File: src/hw/rtl/jtee_pkg.sv
// Types and constants shared by the token and expiry extractor modules.
`timescale 1ns / 1ps

package jtee_pkg;

    typedef struct packed {
        logic        func;
        logic        status_ok;
        logic [7:0]  body_byte;
        logic [31:0] now_seconds;
    } t_in;

    typedef struct packed {
        logic        token_char_valid;
        logic [7:0]  token_char;
        logic [7:0]  token_index;
        logic        token_complete;
        logic        expiry_valid;
        logic [31:0] expiry_seconds;
        logic        keys_done;
        logic        token_too_long;
    } t_out;

    typedef struct packed {
        logic        is_start;
        logic        status_ok;
        logic [7:0]  body_byte;
        logic        is_quote;
        logic        is_digit;
        logic [3:0]  digit;
        logic [31:0] now_seconds;
    } t_cls;

    localparam int unsigned Q_DEPTH = 2;

    localparam logic FUNC_START = 1'b0;

    localparam logic [7:0] CHAR_QUOTE = 8'h22;
    localparam logic [7:0] CHAR_ZERO  = 8'h30;
    localparam logic [7:0] CHAR_NINE  = 8'h39;

    localparam logic [3:0] TOKEN_KEY_LEN  = 4'd13;
    localparam logic [3:0] EXPIRY_KEY_LEN = 4'd11;

    function automatic logic [7:0] token_key_char(input logic [3:0] idx);
        logic [7:0] c;
        case (idx)
            4'd0:    c = CHAR_QUOTE;
            4'd1:    c = "a";
            4'd2:    c = "c";
            4'd3:    c = "c";
            4'd4:    c = "e";
            4'd5:    c = "s";
            4'd6:    c = "s";
            4'd7:    c = "T";
            4'd8:    c = "o";
            4'd9:    c = "k";
            4'd10:   c = "e";
            4'd11:   c = "n";
            4'd12:   c = CHAR_QUOTE;
            default: c = 8'h00;
        endcase
        return c;
    endfunction

    function automatic logic [7:0] expiry_key_char(input logic [3:0] idx);
        logic [7:0] c;
        case (idx)
            4'd0:    c = CHAR_QUOTE;
            4'd1:    c = "e";
            4'd2:    c = "x";
            4'd3:    c = "p";
            4'd4:    c = "i";
            4'd5:    c = "r";
            4'd6:    c = "e";
            4'd7:    c = "s";
            4'd8:    c = "I";
            4'd9:    c = "n";
            4'd10:   c = CHAR_QUOTE;
            default: c = 8'h00;
        endcase
        return c;
    endfunction

endpackage

File: src/hw/rtl/jtee_front.sv
// Input side: takes transactions and classifies each body byte for the scanner.
`timescale 1ns / 1ps

module jtee_front
    import jtee_pkg::*;
(
    input  logic i_in_valid,
    output logic o_in_ready,
    input  t_in  i_in_data,
    input  logic i_q_full,
    output logic o_q_push,
    output t_cls o_q_data
);

    logic [7:0] w_byte;

    assign w_byte     = i_in_data.body_byte;
    assign o_in_ready = !i_q_full;
    assign o_q_push   = i_in_valid && !i_q_full;

    always_comb begin
        o_q_data.is_start    = (i_in_data.func == FUNC_START);
        o_q_data.status_ok   = i_in_data.status_ok;
        o_q_data.body_byte   = w_byte;
        o_q_data.is_quote    = (w_byte == CHAR_QUOTE);
        o_q_data.is_digit    = (w_byte >= CHAR_ZERO) && (w_byte <= CHAR_NINE);
        o_q_data.digit       = w_byte[3:0];
        o_q_data.now_seconds = i_in_data.now_seconds;
    end

endmodule

File: src/hw/rtl/jtee_queue.sv
// Short queue of classified bytes between the input side and the scanner.
`timescale 1ns / 1ps

module jtee_queue
    import jtee_pkg::*;
(
    input  logic i_clk,
    input  logic i_rst_n,
    input  logic i_push,
    input  t_cls i_data,
    output logic o_full,
    input  logic i_pop,
    output logic o_valid,
    output t_cls o_data
);

    localparam int unsigned PTR_W = (Q_DEPTH > 1) ? $clog2(Q_DEPTH) : 1;
    localparam int unsigned CNT_W = $clog2(Q_DEPTH + 1);
    localparam logic [PTR_W-1:0] PTR_LAST = PTR_W'(Q_DEPTH - 1);
    localparam logic [CNT_W-1:0] CNT_FULL = CNT_W'(Q_DEPTH);

    t_cls             r_mem [Q_DEPTH];
    logic [PTR_W-1:0] r_wptr;
    logic [PTR_W-1:0] r_rptr;
    logic [CNT_W-1:0] r_cnt;
    logic             w_do_pop;

    assign o_full   = (r_cnt == CNT_FULL);
    assign o_valid  = (r_cnt != '0);
    assign o_data   = r_mem[r_rptr];
    assign w_do_pop = i_pop && o_valid;

    always_ff @(posedge i_clk) begin
        if (i_push) begin
            r_mem[r_wptr] <= i_data;
        end
    end

    always_ff @(posedge i_clk) begin
        if (!i_rst_n) begin
            r_wptr <= '0;
            r_rptr <= '0;
            r_cnt  <= '0;
        end else begin
            if (i_push) begin
                r_wptr <= (r_wptr == PTR_LAST) ? '0 : r_wptr + 1'b1;
            end
            if (w_do_pop) begin
                r_rptr <= (r_rptr == PTR_LAST) ? '0 : r_rptr + 1'b1;
            end
            if (i_push && !w_do_pop) begin
                r_cnt <= r_cnt + 1'b1;
            end else if (!i_push && w_do_pop) begin
                r_cnt <= r_cnt - 1'b1;
            end
        end
    end

endmodule

File: src/hw/rtl/jtee_back.sv
// Scanner: key matching, token streaming and expiry accumulation, with the result register.
`timescale 1ns / 1ps

module jtee_back
    import jtee_pkg::*;
#(
    parameter int unsigned TOKEN_CAPACITY = 256
) (
    input  logic i_clk,
    input  logic i_rst_n,
    input  logic i_q_valid,
    input  t_cls i_q_data,
    output logic o_q_pop,
    output logic o_out_valid,
    input  logic i_out_ready,
    output t_out o_out_data
);

    localparam int unsigned LEN_W = $clog2(TOKEN_CAPACITY);
    localparam logic [LEN_W-1:0] LEN_LIMIT = LEN_W'(TOKEN_CAPACITY - 1);

    localparam logic [2:0] ST_FIND_KEY      = 3'd0;
    localparam logic [2:0] ST_TOKEN_WAIT    = 3'd1;
    localparam logic [2:0] ST_TOKEN_COPY    = 3'd2;
    localparam logic [2:0] ST_EXPIRY_WAIT   = 3'd3;
    localparam logic [2:0] ST_EXPIRY_DIGITS = 3'd4;

    logic [2:0]       r_state,    n_state;
    logic [3:0]       r_tk_cnt,   n_tk_cnt;
    logic [3:0]       r_ex_cnt,   n_ex_cnt;
    logic             r_tk_seen,  n_tk_seen;
    logic             r_ex_seen,  n_ex_seen;
    logic [LEN_W-1:0] r_len,      n_len;
    logic [31:0]      r_acc,      n_acc;
    logic             r_resp_ok,  n_resp_ok;
    logic             r_stopped,  n_stopped;
    logic             r_out_valid;
    t_out             r_out,      n_out;

    logic             w_tk_hit;
    logic             w_ex_hit;
    logic [7:0]       w_byte;

    assign w_byte      = i_q_data.body_byte;
    assign o_q_pop     = i_q_valid && (!r_out_valid || i_out_ready);
    assign o_out_valid = r_out_valid;
    assign o_out_data  = r_out;

    assign w_tk_hit = (r_tk_cnt < TOKEN_KEY_LEN) && (w_byte == token_key_char(r_tk_cnt));
    assign w_ex_hit = (r_ex_cnt < EXPIRY_KEY_LEN) && (w_byte == expiry_key_char(r_ex_cnt));

    always_comb begin
        n_state   = r_state;
        n_tk_cnt  = r_tk_cnt;
        n_ex_cnt  = r_ex_cnt;
        n_tk_seen = r_tk_seen;
        n_ex_seen = r_ex_seen;
        n_len     = r_len;
        n_acc     = r_acc;
        n_resp_ok = r_resp_ok;
        n_stopped = r_stopped;
        n_out     = '0;

        if (i_q_data.is_start) begin
            n_state   = ST_FIND_KEY;
            n_tk_cnt  = '0;
            n_ex_cnt  = '0;
            n_tk_seen = 1'b0;
            n_ex_seen = 1'b0;
            n_len     = '0;
            n_acc     = '0;
            n_resp_ok = i_q_data.status_ok;
            n_stopped = 1'b0;
        end else if (r_resp_ok && !r_stopped) begin
            case (r_state)
                ST_FIND_KEY: begin
                    if (!r_tk_seen) begin
                        n_tk_cnt = w_tk_hit ? r_tk_cnt + 4'd1 : 4'd0;
                        if (w_tk_hit && (r_tk_cnt == TOKEN_KEY_LEN - 4'd1)) begin
                            n_tk_seen = 1'b1;
                            n_state   = ST_TOKEN_WAIT;
                        end
                    end
                    if (!r_ex_seen) begin
                        n_ex_cnt = w_ex_hit ? r_ex_cnt + 4'd1 : 4'd0;
                        if (w_ex_hit && (r_ex_cnt == EXPIRY_KEY_LEN - 4'd1)) begin
                            n_ex_seen = 1'b1;
                            n_state   = ST_EXPIRY_WAIT;
                        end
                    end
                end
                ST_TOKEN_WAIT: begin
                    if (i_q_data.is_quote) begin
                        n_state = ST_TOKEN_COPY;
                    end
                end
                ST_TOKEN_COPY: begin
                    if (i_q_data.is_quote) begin
                        n_out.token_complete = 1'b1;
                        if (!r_ex_seen) begin
                            n_ex_cnt = '0;
                            n_state  = ST_FIND_KEY;
                        end else begin
                            n_out.keys_done = 1'b1;
                            n_stopped       = 1'b1;
                        end
                    end else if (r_len < LEN_LIMIT) begin
                        n_out.token_char_valid = 1'b1;
                        n_out.token_char       = w_byte;
                        n_out.token_index      = 8'(r_len);
                        n_len                  = r_len + 1'b1;
                    end else begin
                        n_out.token_too_long = 1'b1;
                        n_stopped            = 1'b1;
                    end
                end
                ST_EXPIRY_WAIT, ST_EXPIRY_DIGITS: begin
                    if (i_q_data.is_digit) begin
                        n_state = ST_EXPIRY_DIGITS;
                        n_acc   = (r_acc << 3) + (r_acc << 1) + {28'd0, i_q_data.digit};
                    end else if (r_state == ST_EXPIRY_DIGITS) begin
                        n_out.expiry_valid   = 1'b1;
                        n_out.expiry_seconds = r_acc + i_q_data.now_seconds;
                        if (!r_tk_seen) begin
                            n_tk_cnt = '0;
                            n_state  = ST_FIND_KEY;
                        end else begin
                            n_out.keys_done = 1'b1;
                            n_stopped       = 1'b1;
                        end
                    end
                end
                default: begin
                    n_state = r_state;
                end
            endcase
        end
    end

    always_ff @(posedge i_clk) begin
        if (o_q_pop) begin
            r_out <= n_out;
        end
    end

    always_ff @(posedge i_clk) begin
        if (!i_rst_n) begin
            r_state     <= ST_FIND_KEY;
            r_tk_cnt    <= '0;
            r_ex_cnt    <= '0;
            r_tk_seen   <= 1'b0;
            r_ex_seen   <= 1'b0;
            r_len       <= '0;
            r_acc       <= '0;
            r_resp_ok   <= 1'b0;
            r_stopped   <= 1'b0;
            r_out_valid <= 1'b0;
        end else begin
            if (o_q_pop) begin
                r_state     <= n_state;
                r_tk_cnt    <= n_tk_cnt;
                r_ex_cnt    <= n_ex_cnt;
                r_tk_seen   <= n_tk_seen;
                r_ex_seen   <= n_ex_seen;
                r_len       <= n_len;
                r_acc       <= n_acc;
                r_resp_ok   <= n_resp_ok;
                r_stopped   <= n_stopped;
                r_out_valid <= 1'b1;
            end else if (i_out_ready) begin
                r_out_valid <= 1'b0;
            end
        end
    end

endmodule

File: src/hw/rtl/json_token_expiry_extractor.sv
// Top level of the access token and expiry extractor for authentication response bodies.
// The block takes one transaction per clock cycle while its queue has room and returns
// exactly one result transaction for each. An accepted transaction is written into the
// two-entry queue behind the classifier and then into the scanner, whose key counters, token
// length and expiry accumulator are updated once per byte. A start transaction clears the scan
// and records whether the response status was OK; the scan stops once both keys are handled
// or when the token does not fit in TOKEN_CAPACITY - 1 characters.
`timescale 1ns / 1ps

module json_token_expiry_extractor
    import jtee_pkg::*;
#(
    parameter int unsigned TOKEN_CAPACITY = 256
) (
    input  logic i_clk,
    input  logic i_rst_n,
    input  logic i_in_valid,
    output logic o_in_ready,
    input  t_in  i_in_data,
    output logic o_out_valid,
    input  logic i_out_ready,
    output t_out o_out_data
);

    logic w_q_full;
    logic w_q_push;
    t_cls w_q_wdata;
    logic w_q_pop;
    logic w_q_valid;
    t_cls w_q_rdata;

    jtee_front u_front (
        .i_in_valid (i_in_valid),
        .o_in_ready (o_in_ready),
        .i_in_data  (i_in_data),
        .i_q_full   (w_q_full),
        .o_q_push   (w_q_push),
        .o_q_data   (w_q_wdata)
    );

    jtee_queue u_queue (
        .i_clk   (i_clk),
        .i_rst_n (i_rst_n),
        .i_push  (w_q_push),
        .i_data  (w_q_wdata),
        .o_full  (w_q_full),
        .i_pop   (w_q_pop),
        .o_valid (w_q_valid),
        .o_data  (w_q_rdata)
    );

    jtee_back #(
        .TOKEN_CAPACITY (TOKEN_CAPACITY)
    ) u_back (
        .i_clk       (i_clk),
        .i_rst_n     (i_rst_n),
        .i_q_valid   (w_q_valid),
        .i_q_data    (w_q_rdata),
        .o_q_pop     (w_q_pop),
        .o_out_valid (o_out_valid),
        .i_out_ready (i_out_ready),
        .o_out_data  (o_out_data)
    );

endmodule

File: config.mk
export PLATFORM = sky130hd
export DESIGN_NAME = json_token_expiry_extractor
export DESIGN_NICKNAME = d
export VERILOG_FILES = /design/src/hw/rtl/jtee_pkg.sv /design/src/hw/rtl/jtee_front.sv /design/src/hw/rtl/jtee_queue.sv /design/src/hw/rtl/jtee_back.sv /design/src/hw/rtl/json_token_expiry_extractor.sv
export SDC_FILE = /design/constraint.sdc
export NUM_CORES = 1
export LEC_CHECK = 0
export ABC_AREA = 1
export ABC_CLOCK_PERIOD_IN_PS = 2800
export BUFFER_PORTS_ARGS = -buffer_cell sky130_fd_sc_hd__buf_2
export CAP_MARGIN = 20
export CORE_MARGIN = 1.5
export CORE_UTILIZATION = 40
export DETAILED_ROUTE_END_ITERATION = 6
export PLACE_DENSITY = 0.57
export SYNTH_ARGS = -nofsm -noshare
export SYNTH_HDL_FRONTEND = slang
export SYNTH_SLANG_ARGS = --single-unit
export TNS_END_PERCENT = 10
File: constraint.sdc
create_clock -name i_clk -period 2.8 [get_ports i_clk]
set_input_delay 0.28 -clock i_clk [delete_from_list [all_inputs] [get_ports i_clk]]
set_output_delay 0.28 -clock i_clk [all_outputs]
set_load 0.005 [all_outputs]
==> results.md, run 1 <==
- Run status: complete, no violations
- Initial antenna violation count: 0
- Vias/cell: 5.100
- Syn Nets: 1745
- Nets: 1939
- Fin. max-slew vios: 0
- Worst-Margin Slew: 0.8197 ns
- Pwr/cell area: 721.9 nW/um^2
- Num CTS Buffers: 25
- First-pass GRT wire length: 56740 um
- Drt total wl: 35410 um
- Sequential share of the synthesized area: 44.59%
- Vias in the first global route: 11.05k
- Largest net degree at the start of global routing: 54
- Most Frequent Cell on Critical Path: nand3_1
- Ys Warns: 0
- Slowest CP cell: fa_1
- Residual DRC: 0
- Detail Route Antenna Nets: 0
- CP cell instances: inv_6, nand2_1, nand2_1, fa_1, inv_1, ha_1, nand3_1, nand2_2, a21oi_1, inv_2, nand3_1, nand3_1, nand2_1, nand3_1, a21oi_1
- Asr flop ratio synth: 0%
- Routed vias: 11.25k
- Core footprint: 31640 sq um
- Yosys top cell by area: edfxtp_1
- Syn Area/Cell: 8.090 sq um
- Predominant post-synthesis flop cell: edfxtp_1
- Critical Path End Type: flop
- Clock-pin slew on the worst setup and hold paths: 0.06 ns
- Wire per inst: 16.06 um
- Crit start category: flop
- Root buf cell: clkbuf_16
- Slowest Stage Delay on Critical Path: 0.49 ns
- Worst Path Max Fanout: 8
- Worst Path Buf+Inv: 3
- Reg area: 5739 sq um
- Row count: 65
- Synth area leaders: edfxtp_1, nand2_1, dfxtp_1
- Worst setup path class: flop to flop
- Setup Total Neg Slack: 0 ns
- Worst hold path type: input port to flop
- Antenna fix cells: 0
- Area Overhead vs Synth: 21.92%
- Synthesized area: 12860 sq um
- P_leak: 0.007013 uW
- I/O Pins: 101
- Crit path max-delay family: adder cells
- WP data arrival: 3.15 ns
- Clock sinks: 216
- VDD IR max: 616.9 uV
- Max cap viols: 0
- #FFs+latches synth: 216
- Initial DRC Count: 700
- Unique masters post-synth: 50
- Clk buf depth: 3
- Post-Route Utilization: 49.57%
- DP HPWL: 27210 um
- Gr usage total: 21.49%
- Die height: 182.3 um
- Placed cell count: 2115
- CTS H-Tree Depth: 1
- Total grt overflow: 0
- EDFF count, synth: 141
- Final period util: 95.94%
- Minimum clock period: 2.686 ns
- Highest Clock Rate: 372.3 MHz
- Skew final: 0.02316 ns
- Multi-input combinational cell area: 6515 sq um
- Slew headroom: 45.35%
- Synth top area share: 32.92%
- Hold Crit Start: i_out_ready
- Syn Inst Count: 1590
- Total iterations of the first detailed-routing run: 5
- CTS tree: built
- RePlAce Congestion: 0.8899
- Layout cells sized above 1: 15.59%
- Post-Layout Cell Count: 2205
- Skew-Pair Late Insertion Delay: 0.55 ns
- RSZ-0062 raised after global routing: true
- Buffers on Ports: 100
- Hold Fails Final Rpt: 0
- Die Wd: 182.3 um
- Number of fill cells: 3058
- Final setup fails: 0
- Die Area: 33240 sq um
- Req. time, crit path: 3.27 ns
- Starting Density: 40.66%
## cell families after synthesis
kind of cell,count (synthesis),synth area share [%]
AO/OA/AOI/OAI,301,12.74
buffers and inverters,196,6.069
flip-flops,216,44.59
AND/OR/NAND/NOR,760,25.28
adder cells (fa/ha/maj),109,10.78
XOR/XNOR,8,0.5447
## worst paths after layout
kind / slack [ns] / cells past startpoint / endpoint
worst max-delay path: 0.11 / 15 / u_back.r_acc[25]
worst min-delay path: 0.03 / 4 / u_back.o_out_valid
worst max register to register: 0.11 / 15 / u_back.r_acc[25]
worst min register to register: 0.45 / 1 / u_queue.r_rptr
## flip-flops by register name (all words and copies together) (netlist names), named ones only
| name | count |
|---|---|
| u_back.r_len | 8 |
| u_back.r_ex_cnt | 4 |
| u_back.r_tk_cnt | 4 |
| u_back.o_out_data | 53 |
| u_back.r_acc | 32 |
| u_back.r_tk_seen | 1 |
| u_back.r_resp_ok | 1 |
| u_queue.r_mem | 88 |
| u_back.r_stopped | 1 |
| u_queue.r_rptr | 1 |
| u_back.r_ex_seen | 1 |
| u_queue.r_cnt | 2 |
| u_back.o_out_valid | 1 |
| u_queue.r_wptr | 1 |
| u_back.r_state | 3 |
## where the power goes
group / switching [uW] / internal, uW / leakage (uW) / total [uW]
Combinational: 2210 / 1130 / 0.00462 / 3340
Clock: 1370 / 2240 / 0.000439 / 3610
Sequential: 215 / 4160 / 0.00196 / 4370
## metal layers
| metal | global-route usage, % | wire (um) | share of wire (%) | vias to the layer above |
|---|---|---|---|---|
| met2 | 38.68 | 17460 | 49 | 252 |
| met1 | 27.01 | 15360 | 43 | 5170 |
| met4 | 6.281 | 1084 | 3.1 | 0 |
| li1 | - | - | - | 5769 |
| met3 | 2.534 | 1494 | 4.2 | 55 |
| met5 | 0 | 0 | 0 | - |
## what timing repair did
action | 4_1_cts | 5_1_grt
hold buffers | 42 | 0
endpoints found under the hold margin | 84 | 0
resized for setup | 3 | 49
buffers inserted | 0 | 2
pin swaps | 0 | 6
endpoints found under the setup margin | 4 | 43
## area by class of cell
cell class                 instances  area share (%)
clock buffer                      30           4.172
clock inverter                    16           1.651
inverter                         169           4.085
multi-input combinational       1178           41.54
sequential                       216           36.59
tap                              402           3.207
timing repair buffer             194           8.752
## stage by stage
stage / area [sq um] / total power [uW] / hold slack (ns) / setup slack (ns)
final: 15680 / 11320 / 0.02988 / 0.1138
after global routing: 15680 / 11990 / 0.04922 / -0.03417
after CTS: 15500 / 11380 / 0.008892 / 0.0008831
after detailed placement: 14160 / 7681 / 0.4429 / -0.02764
after global placement: 14160 / 7661 / 0.4373 / 0.02795
after floorplan: 12890 / 6358 / 0.3789 / -0.08279
## cell usage after synthesis (all sizes together) (3+ instances only)
cell and number:
nand2 434, inv 168, nor2 168, a21oi 167, edfxtp 141, ha 106
o21ai 92, nand3 90, dfxtp 75, nor3 20, nand3b 17, nand4 16
clkbuf 15, o21a 15, buf 12, nor4 7, o21bai 7, a31oi 6
xor2 6, a21o 5, or2 4, a21boi 3, fa 3
## cell usage in the layout, fill, tap and decap left out, types with 46 or more instances in the layout
cell type,count
a21oi_1,157
buf_2,100
buf_4,46
dfxtp_1,74
edfxtp_1,141
ha_1,104
inv_1,159
nand2_1,407
nand3_1,84
nor2_1,154
o21ai_0,67
## tightest hold or removal path, delay by kind of cell
kind / cells / cell delay, ns
AOI/OAI and AO/OA: 1 / 0.07
buffers and inverters: 2 / 0.10
and+or+nand+nor: 1 / 0.08
No activity file was read; power rests on OpenSTA's default activity.
==> run 2: changes to the inputs <==
--- a/config.mk
+++ b/config.mk
@@ -6,13 +6,13 @@
 export NUM_CORES = 1
 export LEC_CHECK = 0
 export ABC_AREA = 1
-export ABC_CLOCK_PERIOD_IN_PS = 2800
+export ABC_CLOCK_PERIOD_IN_PS = 3200
 export BUFFER_PORTS_ARGS = -buffer_cell sky130_fd_sc_hd__buf_2
 export CAP_MARGIN = 20
 export CORE_MARGIN = 1.5
 export CORE_UTILIZATION = 40
 export DETAILED_ROUTE_END_ITERATION = 6
-export PLACE_DENSITY = 0.57
+export PLACE_DENSITY = 0.55
 export SYNTH_ARGS = -nofsm -noshare
 export SYNTH_HDL_FRONTEND = slang
 export SYNTH_SLANG_ARGS = --single-unit
==> constraint.sdc (replaced) <==
create_clock -name i_clk -period 3.2 [get_ports i_clk]
set_input_delay 0.32 -clock i_clk [delete_from_list [all_inputs] [get_ports i_clk]]
set_output_delay 0.32 -clock i_clk [all_outputs]
set_load 0.005 [all_outputs]
==> run 2 against run 1 <==
Effect of this change: flip-flop and latch count unchanged; maximum frequency down 7.5%; non-clock buffer count down 33; global-route usage down 0.18 points; cell area down 3.4%; power down 17%; sequential power down 12%; sequential share of layout area up 1.3 points; via count down 1.1%; clock power down 20%; clock skew up 0.0053 ns; count of clock-buffer cells in the layout up 3; critical path type unchanged; highest routed layer unchanged.
==> results.md, run 2 (synthesis results as in run 1) <==
- Hold Crit Start: i_in_data[41]
- Most frequent cells in the layout: nand2_1, a21oi_1, inv_1
- Wire per inst: 16.18 um
- Slew headroom: 45.40%
- Buffers on Ports: 100
- Initial DRC Count: 572
- Die height: 182.3 um
- WP data arrival: 3.19 ns
- Residual DRC: 0
- Worst R2R End: u_back.o_out_data[23]
- Num CTS Buffers: 25
- Combinational power share: 28.8%
- Setup Total Neg Slack: 0 ns
- Most common cell after layout, fill and taps aside: nand2_1
- Worst Reg-to-Reg Cells: 17
- Fin. max-slew vios: 0
- Drt total wl: 35140 um
- Clock-pin slew on the worst setup and hold paths: 0.06 ns
- I/O Pins: 101
- Initial antenna violation count: 0
- Skew final: 0.02842 ns
- Gr usage total: 21.31%
- Root buf cell: clkbuf_16
- P_sw: 3203 uW
- CTS tree: built
- Reg2reg setup slack: 0.30 ns
- VDD IR max: 681.0 uV
- Routed vias: 11.13k
- Area Overhead vs Synth: 17.73%
- Critical Path End Type: flop
- Hold Slack: 0.03604 ns
- RSZ-0062 raised after global routing: false
- Vias in the first global route: 10.96k
- Starting Density: 40.66%
- Req. time, crit path: 3.49 ns
- Internal power: 6230 uW
- Clock sinks: 216
- Nets: 1906
- Max cap viols: 0
- Pwr/cell area: 622.9 nW/um^2
- Worst setup path class: flop to flop
- Hold EP: u_queue.r_mem[0][47]
- Worst Path Max Fanout: 13
- RePlAce Congestion: 0.9327
- P_leak: 0.006780 uW
- Skew-Pair Late Insertion Delay: 0.55 ns
- DP HPWL: 27110 um
- Detail Route Antenna Nets: 0
- Worst-Margin Slew: 0.8115 ns
- Antenna fix cells: 0
- Share of power burned in registers: 40.7%
- Largest reg by FF count: u_queue.r_mem
- Die Area: 33240 sq um
- First-pass GRT wire length: 56360 um
- Die Wd: 182.3 um
- Run status: complete, no violations
- Number of fill cells: 3102
- Max FFs per register: 88
- CTS H-Tree Depth: 1
- Vias/cell: 5.123
- Post-Route Utilization: 47.87%
- Total iterations of the first detailed-routing run: 7
- Layout cells sized above 1: 11.98%
- Largest net degree at the start of global routing: 59
- Highest Clock Rate: 344.3 MHz
- Total grt overflow: 0
- Clk pwr share: 30.5%
- Clk buf depth: 3
- Switch share: 33.95%
- Hold Fails Final Rpt: 0
- Worst hold path type: input port to flop
- Final period util: 90.76%
- Minimum clock period: 2.904 ns
- Final setup fails: 0
- Crit start category: flop
- Cell count of the worst hold path: 2
- Row count: 65
- Core footprint: 31640 sq um
run 2: changes by cell type in the layout (fill, tap and decap cells not counted), moves of 7 or more:
cell / change
a21oi_1: +8
nand2_2: -10
nand2_1: +10
buf_4: -27
a21oi_2: -7
run 2: layout make-up:
cell class                      count  area [sq um]  share of cell area, %
Multi-Input combinational cell   1178          6369                  42.05
Tap cell                          402         503.0                  3.321
Clock inverter                     13         165.2                  1.091
Sequential cell                   216          5739                  37.90
Timing Repair Buffer              161          1065                  7.031
Clock buffer                       33         665.6                  4.395
Inverter                          169         638.1                  4.213
run 2: repair_timing:
item                                   CTS  global route
setup endpoints to repair                0            26
hold buffers                            41             0
gates resized for setup                  0             5
buffers inserted                         0             2
endpoints found under the hold margin   82             0
run 2: worst max-delay path, cell delays in order, from the launching register on:
cell and delay, ns:
dfxtp_4 0.44, inv_4 0.07, or2_2 0.26, o21ai_0 0.15, inv_1 0.09, ha_1 0.30, nand3_1 0.08, nand2_1 0.08
a21oi_1 0.20, inv_1 0.10, nand2_1 0.07, nand2_1 0.12, a21oi_1 0.23, inv_1 0.12, nand2_1 0.07, nand2_1 0.05
o21ai_0 0.14, nor2_1 0.05
run 2: metrics by stage:
step | power (uW) | instances | cell area, sq um | setup WS [ns]
global route | 10010 | 2172 | 15140 | 0.03018
CTS | 9547 | 2170 | 15120 | 0.08795
floorplan | 5548 | 1590 | 12860 | 0.1880
detailed placement | 6597 | 2083 | 13880 | 0.1205
global placement | 6577 | 2083 | 13880 | 0.2274
finish | 9433 | 2172 | 15140 | 0.2958
run 2: worst max-delay path by stage:
| stage | endpoint | slack, ns | depth (start not counted) |
|---|---|---|---|
| finish | u_back.o_out_data[23] | 0.30 | 17 |
| floorplan | u_back.o_out_data[24] | 0.19 | 19 |
| detailed placement | u_back.r_acc[22] | 0.12 | 15 |
| global placement | u_back.o_out_data[29] | 0.23 | 13 |
| global route | u_back.r_acc[22] | 0.03 | 15 |
| CTS | u_back.r_acc[22] | 0.09 | 15 |
run 2: power by group through the flow:
stage / clock, uW / sequential [uW] / combinational, uW
after floorplan: 0 / 3890 / 1650
after global placement: 0 / 3900 / 2680
after detailed placement: 0 / 3900 / 2690
after CTS: 2950 / 3850 / 2740
after global routing: 3050 / 3890 / 3070
final: 2880 / 3840 / 2720
run 2: routing by layer:
metal	GRT usage, %	share of wire (%)	up-vias
met5	0	0	-
met4	7.835	3.7	0
met3	2.135	3.5	71
met2	38.22	49	237
met1	26.50	44	5104
li1	-	-	5715
==> run 3: changes to the inputs <==
--- a/config.mk
+++ b/config.mk
@@ -10,9 +10,11 @@
 export BUFFER_PORTS_ARGS = -buffer_cell sky130_fd_sc_hd__buf_2
 export CAP_MARGIN = 20
 export CORE_MARGIN = 1.5
-export CORE_UTILIZATION = 40
+export CORE_UTILIZATION = 55
+export CTS_CLUSTER_SIZE = 24
 export DETAILED_ROUTE_END_ITERATION = 6
-export PLACE_DENSITY = 0.55
+export PLACE_DENSITY = 0.72
+export RECOVER_POWER = 25
 export SYNTH_ARGS = -nofsm -noshare
 export SYNTH_HDL_FRONTEND = slang
 export SYNTH_SLANG_ARGS = --single-unit
==> run 3 against run 2 <==
Effect of this change: sequential share of layout area rose by 0.51 points; wire length fell by 1.8%; final cell count fell by 4.4%; maximum frequency fell by 1.9%; via count rose by 1.6%; core utilization rose by 18 points; die area fell by 27%; cell area fell by 1.3%; non-clock buffer count fell by 5; first-iteration DRC count rose by 33%; critical path depth fell by 2; critical endpoint is now u_back.r_acc[22]; largest cell class unchanged.
==> results.md, run 3 (synthesis results as in run 1) <==
- Run status: complete, no violations
- Fin. max-slew vios: 0
- Met1 usage: 36.30%
- Final period util: 92.49%
- Largest reg by FF count: u_queue.r_mem
- Skew-Pair Late Insertion Delay: 0.54 ns
- Clk buf depth: 3
- Reg area: 5739 sq um
- Core footprint: 22780 sq um
- RePlAce Congestion: 0.9547
- Buffers on Ports: 100
- WP data arrival: 3.42 ns
- Max FFs per register: 88
- Area Overhead vs Synth: 16.17%
- Wire per inst: 16.63 um
- CTS H-Tree Depth: 1
- Slowest Stage Delay on Critical Path: 0.51 ns
- Multi-input combinational cell area: 6362 sq um
- Num CTS Buffers: 24
- GRT met2 Usage: 52.30%
- Initial antenna violation count: 0
- Most frequent cells in the layout: nand2_1, a21oi_1, inv_1
- VDD IR max: 668.0 uV
- Place WS: 0.2448 ns
- Met3 usage: 3.389%
- Pwr/cell area: 637.1 nW/um^2
- Setup Buffers After CTS: 0
- Req. time, crit path: 3.66 ns
- Die Wd: 155.9 um
- Layout cells sized above 1: 9.586%
- First-pass GRT wire length: 55680 um
- Hold Fails Final Rpt: 0
- Clock-pin slew on the worst setup and hold paths: 0.06 ns
- Die height: 155.9 um
- Row count: 55
- Antenna fix cells: 0
- P_leak: 0.006666 uW
- Total iterations of the first detailed-routing run: 6
- Vias in the first global route: 11.02k
- Detail Route Antenna Nets: 0
- Starting Density: 56.47%
- Most common cell after layout, fill and taps aside: nand2_1
- Slew headroom: 31.37%
- Clock sinks: 216
- DP HPWL: 25930 um
- Max cap viols: 0
- Post-route setup slack: 0.2403 ns
- Drt total wl: 34520 um
- RSZ-0062 raised after global routing: false
- Routed vias: 11.30k
- Initial DRC Count: 761
- Worst Path Max Fanout: 14
- Gr busiest metal: met2
- Final setup fails: 0
- Setup Total Neg Slack: 0 ns
- I/O Pins: 101
- Worst hold path type: input port to flop
- Minimum clock period: 2.960 ns
- Critical Path End Type: flop
- Gr usage total: 29.03%
- Skew final: 0.01828 ns
- Die Area: 24310 sq um
- Total grt overflow: 0
- Slowest CP cell: fa_1
- Worst setup path class: flop to flop
- Largest net degree at the start of global routing: 46
- CTS tree: built
- Highest Clock Rate: 337.9 MHz
- Root buf cell: clkbuf_16
- Residual DRC: 0
- Worst-Margin Slew: 1.029 ns
- CP cell instances: inv_4, nand2_1, nand2_1, fa_1, inv_1, fa_1, inv_1, o21ai_0, nand3_1, nand3_1, nand2_1, inv_1, o21ai_0, nand3b_1, a21oi_1
- Nets: 1900
- Crit start category: flop
- Vias/cell: 5.443
- Number of fill cells: 1970
==> run 3: final cells by class <==
class,instances,area share (%)
Sequential cell,216,38.41
Multi-Input combinational cell,1178,42.58
Timing Repair Buffer,156,6.489
Clock buffer,26,4.136
Tap cell,313,2.621
Inverter,169,4.270
Clock inverter,18,1.499
==> run 3: path summary, 6_finish.rpt <==
kind | depth (start not counted) | end | startpoint | slack, ns
worst max-delay path | 15 | u_back.r_acc[22] | flop | 0.24
worst min register to register | 2 | u_back.r_stopped | u_back.r_stopped | 0.47
worst min-delay path | 2 | u_queue.r_mem[0][47] | i_in_data[41] | 0.06
worst max register to register | 15 | u_back.r_acc[22] | flop | 0.24
==> run 3: what timing repair did <==
action / in CTS / in global routing
hold buffers: 38 / 0
setup endpoints to repair: 0 / 6
endpoints found under the hold margin: 75 / 0
resized for setup: 0 / 3
==> run 3: critical path, delay by kind of cell, from the launching register on <==
family,cells,cell delay (ns)
AOI/OAI and AO/OA,3,0.43
DFF,1,0.42
buffers and inverters,4,0.31
adders and majority gates,2,1.00
and+or+nand+nor,6,0.72
==> run 3: per-layer routing <==
layer | share of wire, % | wire, um
met1 | 42 | 14470
met2 | 50 | 17130
met3 | 5.7 | 1961
met4 | 2.8 | 952
met5 | 0 | 0
==> run 3: metrics by stage <==
stage                     hold slack, ns  cells  power [uW]  instance area, sq um  utilization [%]
after CTS                       0.006836   2076        9578                 14990            65.80
after global placement            0.4383   1994        6541                 13760            60.43
final                            0.05679   2076        9521                 14940            65.60
after global routing             0.05665   2076       10020                 14940            65.60
after detailed placement          0.4531   1994        6592                 13760            60.43
after floorplan                   0.4189   1590        5548                 12860                -
==> run 3: report_power, final <==
part           switching (uW)  total [uW]  internal, uW
Combinational            1870        2720           855
Clock                    1150        2950          1800
Sequential                206        3850          3640
Total                    3230        9520          6290
